**config.mk**
```make
export PLATFORM = sky130hd
export DESIGN_NAME = elgamal_encrypt_digit
export DESIGN_NICKNAME = d
export VERILOG_FILES = /design/src/rtl/core/egd_pkg.sv /design/src/rtl/core/elgamal_encrypt_digit.sv /design/src/rtl/core/egd_mulmod.sv /design/src/rtl/core/egd_ctrl.sv
export SDC_FILE = /design/constraint.sdc
export NUM_CORES = 1
export LEC_CHECK = 0
export ABC_AREA = 1
export BUFFER_PORTS_ARGS = -buffer_cell sky130_fd_sc_hd__buf_4
export CORE_ASPECT_RATIO = 1.5
export CORE_MARGIN = 2
export CORE_UTILIZATION = 45
export CTS_CLUSTER_DIAMETER = 100
export DETAILED_ROUTE_END_ITERATION = 10
export PLACE_DENSITY = 0.64
export SETUP_SLACK_MARGIN = 0.1
export SYNTH_ARGS = -nofsm -noshare
export SYNTH_HDL_FRONTEND = slang
export SYNTH_SLANG_ARGS = --single-unit
```
**constraint.sdc**
```tcl
create_clock -name i_clk -period 15.4 [get_ports i_clk]
set_input_delay 0.77 -clock i_clk [delete_from_list [all_inputs] [get_ports i_clk]]
set_output_delay 0.77 -clock i_clk [all_outputs]
set_load 0.005 [all_outputs]
```
**src/rtl/core/egd_pkg.sv**
```systemverilog
// Shared types and register codes for the ElGamal digit encryptor.
`default_nettype none

package egd_pkg;

    localparam int unsigned CFG_IDX_W = 2;

    localparam logic [CFG_IDX_W-1:0] CFG_MODULUS    = 2'd0;
    localparam logic [CFG_IDX_W-1:0] CFG_GENERATOR  = 2'd1;
    localparam logic [CFG_IDX_W-1:0] CFG_PUB_KEY    = 2'd2;

    typedef enum logic [2:0] {
        ST_IDLE,
        ST_SQ1,
        ST_MUL1,
        ST_SQ2,
        ST_MUL2,
        ST_LAST,
        ST_DONE
    } t_state;

endpackage

`default_nettype wire

```
**src/rtl/core/elgamal_encrypt_digit.sv**
```systemverilog
// Top level of the ElGamal digit encryptor: config registers, sequencer, output register.
`default_nettype none

// Computes shared_part = g^k mod p and masked_part = y^k * m mod p for each input
// transfer, with p, g and y taken from the config registers (write them only while
// idle). A single bit-serial modular multiplier does all the work: an item needs
// 2*WORD_BITS squarings, one extra multiply per set bit of k in each ladder, and one
// final multiply, i.e. between (2*WORD_BITS + 1) and (4*WORD_BITS + 1) multiplies.
// A zero modulus skips the ladders and returns zeros. The input side is not ready
// while an item is in work; the finished result sits in an output register, so the
// next item is taken while it waits.
module elgamal_encrypt_digit #(
    parameter int unsigned WORD_BITS = 32
) (
    input  wire logic                            i_clk,
    input  wire logic                            i_rst_n,
    input  wire logic                            i_cfg_wr_en,
    input  wire logic [egd_pkg::CFG_IDX_W-1:0]   i_cfg_index,
    input  wire logic [WORD_BITS-1:0]            i_cfg_data,
    input  wire logic                            i_s_axis_tvalid,
    output logic                                 o_s_axis_tready,
    // message_digit, ephemeral_key
    input  wire logic [((2*WORD_BITS+7)/8)*8-1:0] i_s_axis_tdata,
    output logic                                 o_m_axis_tvalid,
    input  wire logic                            i_m_axis_tready,
    // shared_part, masked_part
    output logic [((2*WORD_BITS+7)/8)*8-1:0]     o_m_axis_tdata
);

    localparam int unsigned DATA_W = ((2*WORD_BITS+7)/8)*8;

    logic [WORD_BITS-1:0] r_modulus;
    logic [WORD_BITS-1:0] r_generator;
    logic [WORD_BITS-1:0] r_pub_key;
    logic                 r_out_valid;
    logic [DATA_W-1:0]    r_out_data;

    logic                 mm_start;
    logic [WORD_BITS-1:0] mm_a;
    logic [WORD_BITS-1:0] mm_b;
    logic                 mm_done;
    logic [WORD_BITS-1:0] mm_result;
    logic                 res_valid;
    logic                 res_ready;
    logic [WORD_BITS-1:0] c1;
    logic [WORD_BITS-1:0] c2;

    always_ff @(posedge i_clk) begin
        if (!i_rst_n) begin
            r_modulus   <= WORD_BITS'(3);
            r_generator <= WORD_BITS'(2);
            r_pub_key   <= WORD_BITS'(1);
        end else if (i_cfg_wr_en) begin
            unique case (i_cfg_index)
                egd_pkg::CFG_MODULUS:   r_modulus   <= i_cfg_data;
                egd_pkg::CFG_GENERATOR: r_generator <= i_cfg_data;
                egd_pkg::CFG_PUB_KEY:   r_pub_key   <= i_cfg_data;
                default: ;
            endcase
        end
    end

    egd_mulmod #(
        .WORD_BITS (WORD_BITS)
    ) u_mulmod (
        .i_clk    (i_clk),
        .i_rst_n  (i_rst_n),
        .i_start  (mm_start),
        .i_a      (mm_a),
        .i_b      (mm_b),
        .i_p      (r_modulus),
        .o_done   (mm_done),
        .o_result (mm_result)
    );

    egd_ctrl #(
        .WORD_BITS (WORD_BITS)
    ) u_ctrl (
        .i_clk       (i_clk),
        .i_rst_n     (i_rst_n),
        .i_in_valid  (i_s_axis_tvalid),
        .o_in_ready  (o_s_axis_tready),
        .i_m         (i_s_axis_tdata[WORD_BITS-1:0]),
        .i_k         (i_s_axis_tdata[2*WORD_BITS-1:WORD_BITS]),
        .i_p         (r_modulus),
        .i_g         (r_generator),
        .i_y         (r_pub_key),
        .o_mm_start  (mm_start),
        .o_mm_a      (mm_a),
        .o_mm_b      (mm_b),
        .i_mm_done   (mm_done),
        .i_mm_result (mm_result),
        .o_res_valid (res_valid),
        .i_res_ready (res_ready),
        .o_c1        (c1),
        .o_c2        (c2)
    );

    assign res_ready = !r_out_valid || i_m_axis_tready;

    always_ff @(posedge i_clk) begin
        if (!i_rst_n) begin
            r_out_valid <= 1'b0;
        end else if (res_ready) begin
            r_out_valid <= res_valid;
        end
    end

    always_ff @(posedge i_clk) begin
        if (res_valid && res_ready) begin
            r_out_data <= DATA_W'({c2, c1});
        end
    end

    assign o_m_axis_tvalid = r_out_valid;
    assign o_m_axis_tdata  = r_out_data;

endmodule

`default_nettype wire

```
**src/rtl/core/egd_mulmod.sv**
```systemverilog
// Bit-serial modular multiplier: shift-and-add, one multiplier bit per cycle.
`default_nettype none

module egd_mulmod #(
    parameter int unsigned WORD_BITS = 32
) (
    input  wire logic                 i_clk,
    input  wire logic                 i_rst_n,
    input  wire logic                 i_start,
    input  wire logic [WORD_BITS-1:0] i_a,
    input  wire logic [WORD_BITS-1:0] i_b,
    input  wire logic [WORD_BITS-1:0] i_p,
    output logic                      o_done,
    output logic [WORD_BITS-1:0]      o_result
);

    localparam int unsigned CNT_W = $clog2(WORD_BITS);

    logic                 r_busy;
    logic                 r_done;
    logic [CNT_W-1:0]     r_cnt;
    logic [WORD_BITS-1:0] r_acc;
    logic [WORD_BITS-1:0] r_a;
    logic [WORD_BITS-1:0] r_b;

    logic [WORD_BITS:0]   p_ext;
    logic [WORD_BITS:0]   dbl;
    logic [WORD_BITS:0]   dbl_red;
    logic [WORD_BITS:0]   sum;
    logic [WORD_BITS:0]   sum_red;
    logic [WORD_BITS-1:0] n_acc;

    // acc = (2*acc mod p + bit*a) mod p
    always_comb begin
        p_ext   = {1'b0, i_p};
        dbl     = {r_acc, 1'b0};
        dbl_red = (dbl >= p_ext) ? (dbl - p_ext) : dbl;
        sum     = dbl_red + (r_b[WORD_BITS-1] ? {1'b0, r_a} : '0);
        sum_red = (sum >= p_ext) ? (sum - p_ext) : sum;
        n_acc   = sum_red[WORD_BITS-1:0];
    end

    always_ff @(posedge i_clk) begin
        if (!i_rst_n) begin
            r_busy <= 1'b0;
            r_done <= 1'b0;
        end else begin
            r_done <= 1'b0;
            if (i_start) begin
                r_busy <= 1'b1;
            end else if (r_busy && r_cnt == '0) begin
                r_busy <= 1'b0;
                r_done <= 1'b1;
            end
        end
    end

    always_ff @(posedge i_clk) begin
        if (i_start) begin
            r_acc <= '0;
            r_a   <= i_a;
            r_b   <= i_b;
            r_cnt <= CNT_W'(WORD_BITS - 1);
        end else if (r_busy) begin
            r_acc <= n_acc;
            r_b   <= {r_b[WORD_BITS-2:0], 1'b0};
            r_cnt <= r_cnt - 1'b1;
        end
    end

    assign o_done   = r_done;
    assign o_result = r_acc;

endmodule

`default_nettype wire

```
**src/rtl/core/egd_ctrl.sv**
```systemverilog
// Sequencer: two interleaved square-and-multiply ladders on one shared multiplier.
`default_nettype none

module egd_ctrl #(
    parameter int unsigned WORD_BITS = 32
) (
    input  wire logic                 i_clk,
    input  wire logic                 i_rst_n,
    input  wire logic                 i_in_valid,
    output logic                      o_in_ready,
    input  wire logic [WORD_BITS-1:0] i_m,
    input  wire logic [WORD_BITS-1:0] i_k,
    input  wire logic [WORD_BITS-1:0] i_p,
    input  wire logic [WORD_BITS-1:0] i_g,
    input  wire logic [WORD_BITS-1:0] i_y,
    output logic                      o_mm_start,
    output logic [WORD_BITS-1:0]      o_mm_a,
    output logic [WORD_BITS-1:0]      o_mm_b,
    input  wire logic                 i_mm_done,
    input  wire logic [WORD_BITS-1:0] i_mm_result,
    output logic                      o_res_valid,
    input  wire logic                 i_res_ready,
    output logic [WORD_BITS-1:0]      o_c1,
    output logic [WORD_BITS-1:0]      o_c2
);

    localparam int unsigned CNT_W = $clog2(WORD_BITS);

    egd_pkg::t_state      r_state, n_state;
    logic                 r_wait, n_wait;
    logic [CNT_W-1:0]     r_cnt, n_cnt;
    logic [WORD_BITS-1:0] r_k, n_k;
    logic [WORD_BITS-1:0] r_m, n_m;
    logic [WORD_BITS-1:0] r_acc1, n_acc1;
    logic [WORD_BITS-1:0] r_acc2, n_acc2;
    logic [WORD_BITS-1:0] r_c2, n_c2;

    logic                 mm_fin;
    logic                 kbit;
    logic [WORD_BITS-1:0] one;
    egd_pkg::t_state      next_bit;

    always_comb begin
        kbit     = r_k[WORD_BITS-1];
        one      = (i_p == WORD_BITS'(1)) ? '0 : WORD_BITS'(1);
        next_bit = (r_cnt == '0) ? egd_pkg::ST_LAST : egd_pkg::ST_SQ1;
    end

    always_comb begin
        n_state     = r_state;
        n_wait      = r_wait;
        n_cnt       = r_cnt;
        n_k         = r_k;
        n_m         = r_m;
        n_acc1      = r_acc1;
        n_acc2      = r_acc2;
        n_c2        = r_c2;
        o_in_ready  = 1'b0;
        o_res_valid = 1'b0;
        o_mm_start  = 1'b0;
        o_mm_a      = r_acc1;
        o_mm_b      = r_acc1;
        mm_fin      = 1'b0;

        if (r_state != egd_pkg::ST_IDLE && r_state != egd_pkg::ST_DONE) begin
            if (!r_wait) begin
                o_mm_start = 1'b1;
                n_wait     = 1'b1;
            end else if (i_mm_done) begin
                n_wait = 1'b0;
                mm_fin = 1'b1;
            end
        end

        unique case (r_state)
            egd_pkg::ST_IDLE: begin
                o_in_ready = 1'b1;
                if (i_in_valid) begin
                    n_k    = i_k;
                    n_m    = i_m;
                    n_cnt  = CNT_W'(WORD_BITS - 1);
                    n_acc1 = (i_p == '0) ? '0 : one;
                    n_acc2 = one;
                    n_c2   = '0;
                    n_wait = 1'b0;
                    n_state = (i_p == '0) ? egd_pkg::ST_DONE : egd_pkg::ST_SQ1;
                end
            end
            egd_pkg::ST_SQ1: begin
                if (mm_fin) begin
                    n_acc1  = i_mm_result;
                    n_state = kbit ? egd_pkg::ST_MUL1 : egd_pkg::ST_SQ2;
                end
            end
            egd_pkg::ST_MUL1: begin
                o_mm_b = i_g;
                if (mm_fin) begin
                    n_acc1  = i_mm_result;
                    n_state = egd_pkg::ST_SQ2;
                end
            end
            egd_pkg::ST_SQ2: begin
                o_mm_a = r_acc2;
                o_mm_b = r_acc2;
                if (mm_fin) begin
                    n_acc2  = i_mm_result;
                    n_state = kbit ? egd_pkg::ST_MUL2 : next_bit;
                    if (!kbit) begin
                        n_cnt = r_cnt - 1'b1;
                        n_k   = {r_k[WORD_BITS-2:0], 1'b0};
                    end
                end
            end
            egd_pkg::ST_MUL2: begin
                o_mm_a = r_acc2;
                o_mm_b = i_y;
                if (mm_fin) begin
                    n_acc2  = i_mm_result;
                    n_state = next_bit;
                    n_cnt   = r_cnt - 1'b1;
                    n_k     = {r_k[WORD_BITS-2:0], 1'b0};
                end
            end
            egd_pkg::ST_LAST: begin
                o_mm_a = r_acc2;
                o_mm_b = r_m;
                if (mm_fin) begin
                    n_c2    = i_mm_result;
                    n_state = egd_pkg::ST_DONE;
                end
            end
            egd_pkg::ST_DONE: begin
                o_res_valid = 1'b1;
                if (i_res_ready) begin
                    n_state = egd_pkg::ST_IDLE;
                end
            end
            default: n_state = egd_pkg::ST_IDLE;
        endcase
    end

    always_ff @(posedge i_clk) begin
        if (!i_rst_n) begin
            r_state <= egd_pkg::ST_IDLE;
            r_wait  <= 1'b0;
        end else begin
            r_state <= n_state;
            r_wait  <= n_wait;
        end
    end

    always_ff @(posedge i_clk) begin
        r_cnt  <= n_cnt;
        r_k    <= n_k;
        r_m    <= n_m;
        r_acc1 <= n_acc1;
        r_acc2 <= n_acc2;
        r_c2   <= n_c2;
    end

    assign o_c1 = r_acc1;
    assign o_c2 = r_c2;

endmodule

`default_nettype wire

```
==> results.toml <==
[placed_design]
place.gp.congestion = 0.9450
dpl.hpwl_mm = 59.89
placed_cells = 3499
port_buffers = 168
place_area_sq_mm = 0.02523

[grt]
antenna_found_initial = 0
grtUsageTotal_pct = 28.88
grt_max_degree = 95
overflow = 0
grt_pass1_vias = 19810
grt_pass1_wl_mm = 116.8

[floorplanning]
initial_utilization_pct = 45.25
dieArea_sq_mm = 0.05346
ios = 169
die_w_um = 189.4
core_sq_mm = 0.05130
core.rowCount = 102
die_y_um = 282.2

[route]
wire_per_inst_um = 21.93
drt_iter0_drc = 1891
dr.pass1.iters = 5
drc_errors = 0
ant_nets = 0
drt_wl_total_mm = 78.46
viasPerCell = 5.574
vias = 19940

[worst_setup_path]
r2r_slack_ns = 7.72
r2r-end = "u_mulmod.o_result[28]$_SDFFE_PP0P_"
cp_data_required_time_ns = 15.85
slowest_delay_ns = 0.95
cp_max_fo = 36
worstReg2RegStart = "r_modulus[14]$_SDFFE_PN0P_"
worstRegToRegCells = 36
arrival_ns = 8.13
crit_end = "u_mulmod.o_result[28]$_SDFFE_PP0P_"
cp-start-kind = "flip-flop"
cp_common_cell = "nand2_1"
crit_slowest_cell = "nor4_1"
end_kind = "flip-flop"
critPathLaunch = "r_modulus[14]$_SDFFE_PN0P_"
path_class = "reg -> reg"

[timing]
report.final.hold_viol_count = 0
hold-worst-slack_ns = 0.3734
drv_slew = 0
max_freq_mhz = 130.2
grt_setup_unrepaired = "no"
slew_headroom_pct = 21.83
setup_viol = 0
fin_skew_ns = 0.02467
fin_crit_sh_pct = 49.89
period_needed_ns = 7.683
setup-tns-final_ns = 0
tightestPinTransition_ns = 1.171

[min_path]
hold_class = "in -> reg"

[synth]
syn_avg_cell_area_sq_um = 8.531
synth_area_leaders = "edfxtp_1, dfxtp_1, nand2_1, inv_1, ha_1"
synth_cell_types = 52
synth-edff-count = 293
ys_seq_area_share_pct = 49.98
synth-seq-cells = 433
synth_area_sq_mm = 0.02321
synth-main-ff-cell = "edfxtp_1"
synthCells = 2721
synth.net_count = 2925
synth_top_area_share_pct = 37.90
yosys.area.top_type = "edfxtp_1"
async_reset_ff_share_pct = 0
yosysWarnings = 0

[cells_and_area]
final_cell_mix = "nand2_1, inv_1, edfxtp_1"
finalNonFillerCells = 3578
area_delta_synth_final_pct = 15.02
diodes = 0
drive_gt1_share_pct = 10.92
mostFrequentLayoutCell = "nand2_1"
final_area_sq_mm = 0.02670
fin_nets = 3072

[clock_tree]
clk_pin_slew_worst_paths_ns = 0.06
worstSkewPairLatency_ns = 0.58
clockBufferDepth = 3
cts-root-buf = "clkbuf_16"
hold_buffers = 0
cts_resized = 0
cts_sinks = 433
tritoncts = "done"
numCtsBuffers = 43
ctsHtreeMaxLevel = 2
cts_setup_buffers = 0

[outcome]
status = "complete, no violations"

[job]
drv_cap = 0
## layer usage
layer / vias up / wire length (um) / GRT usage [%]
met3: 171 / 4185 / 3.238
li1: 9453 / - / -
met2: 776 / 38830 / 51.19
met4: 0 / 4063 / 13.50
met5: - / 0 / 0
met1: 9543 / 31390 / 35.11
## logic make-up (layout without fill, tap and decap cells)
logic type / after synthesis / in the layout / share of synthesized area, %
flip-flops: 433 / 433 / 49.98
AND/OR/NAND/NOR: 1038 / 1038 / 18.61
buffers and inverters: 470 / 651 / 7.815
XOR/XNOR: 78 / 78 / 2.943
AO/OA/AOI/OAI: 585 / 585 / 14.34
multiplexers: 16 / 16 / 0.7762
adder cells (fa/ha/maj): 101 / 101 / 5.541
## final cells by class
type / instances / area [sq um]
fill: 4952 / 24600
sequential: 433 / 11600
multi-input combinational: 1818 / 9881
timing repair buffer: 200 / 1501
inverter: 372 / 1396
clock buffer: 56 / 1216
tap: 676 / 845.8
clock inverter: 23 / 259.0
## sequential cells by signal (all words and copies together), names as in the netlist, 3 cells and up
register	cells
u_ctrl.o_c2	32
u_mulmod.r_cnt	5
o_m_axis_tdata	64
u_ctrl.r_acc2	32
u_ctrl.r_m	32
r_generator	32
r_modulus	32
u_mulmod.r_b	32
u_mulmod.r_a	32
r_pub_key	32
u_ctrl.r_k	32
u_ctrl.o_c1	32
u_ctrl.r_cnt	5
u_ctrl.r_state	3
u_mulmod.o_result	32
## through the flow
stage          worst slack (ns)  utilization (%)
6_report                  7.717            52.04
5_1_grt                   7.236            52.04
4_1_cts                   7.942            52.04
3_5_place_dp              7.982            49.17
3_3_place_gp              7.918            49.17
2_1_floorplan             10.24                -
## worst min path at each step
stage	from	slack, ns	depth (start not counted)	endpoint
floorplan	u_ctrl.o_c2[0]$_SDFFCE_PP0P_	0.40	0	o_m_axis_tdata[32]$_DFFE_PP_
detailed placement	u_ctrl.o_c2[17]$_SDFFCE_PP0P_	0.40	0	o_m_axis_tdata[49]$_DFFE_PP_
global route	i_s_axis_tdata[15]	0.36	1	u_ctrl.r_m[15]$_DFFE_PP_
global placement	u_ctrl.o_c2[23]$_SDFFCE_PP0P_	0.40	0	o_m_axis_tdata[55]$_DFFE_PP_
CTS	i_s_axis_tdata[29]	0.35	1	u_ctrl.r_m[29]$_DFFE_PP_
finish	i_s_axis_tdata[15]	0.37	1	u_ctrl.r_m[15]$_DFFE_PP_
## synthesized netlist by cell type (all sizes together), types with 4 or more instances
cell / instances
nor2: 288
nor4: 9
a21oi: 219
nand2: 548
xor2: 47
a211oi: 4
edfxtp: 293
o21ai: 234
ha: 98
or2: 7
a2bb2oi: 31
o22ai: 14
dfxtp: 140
nand4: 43
a21o: 15
a21boi: 4
mux2: 16
xnor2: 31
a31oi: 5
inv: 369
o211ai: 5
o21bai: 15
clkbuf: 70
nand3: 106
a221oi: 30
nand3b: 9
buf: 28
nor3: 24
## worst max-delay path: cells and delay by family (launching register included)
kind / cells / cell delay, ns
buffers and inverters: 6 / 0.92
XOR/XNOR: 1 / 0.28
flip-flops: 1 / 0.33
AND/OR/NAND/NOR: 25 / 4.65
adder cells (fa/ha/maj): 3 / 1.24
AO/OA/AOI/OAI: 1 / 0.12
Power is not shown: default switching activity piles up to over one toggle a cycle in this logic, so the estimate is an artifact.
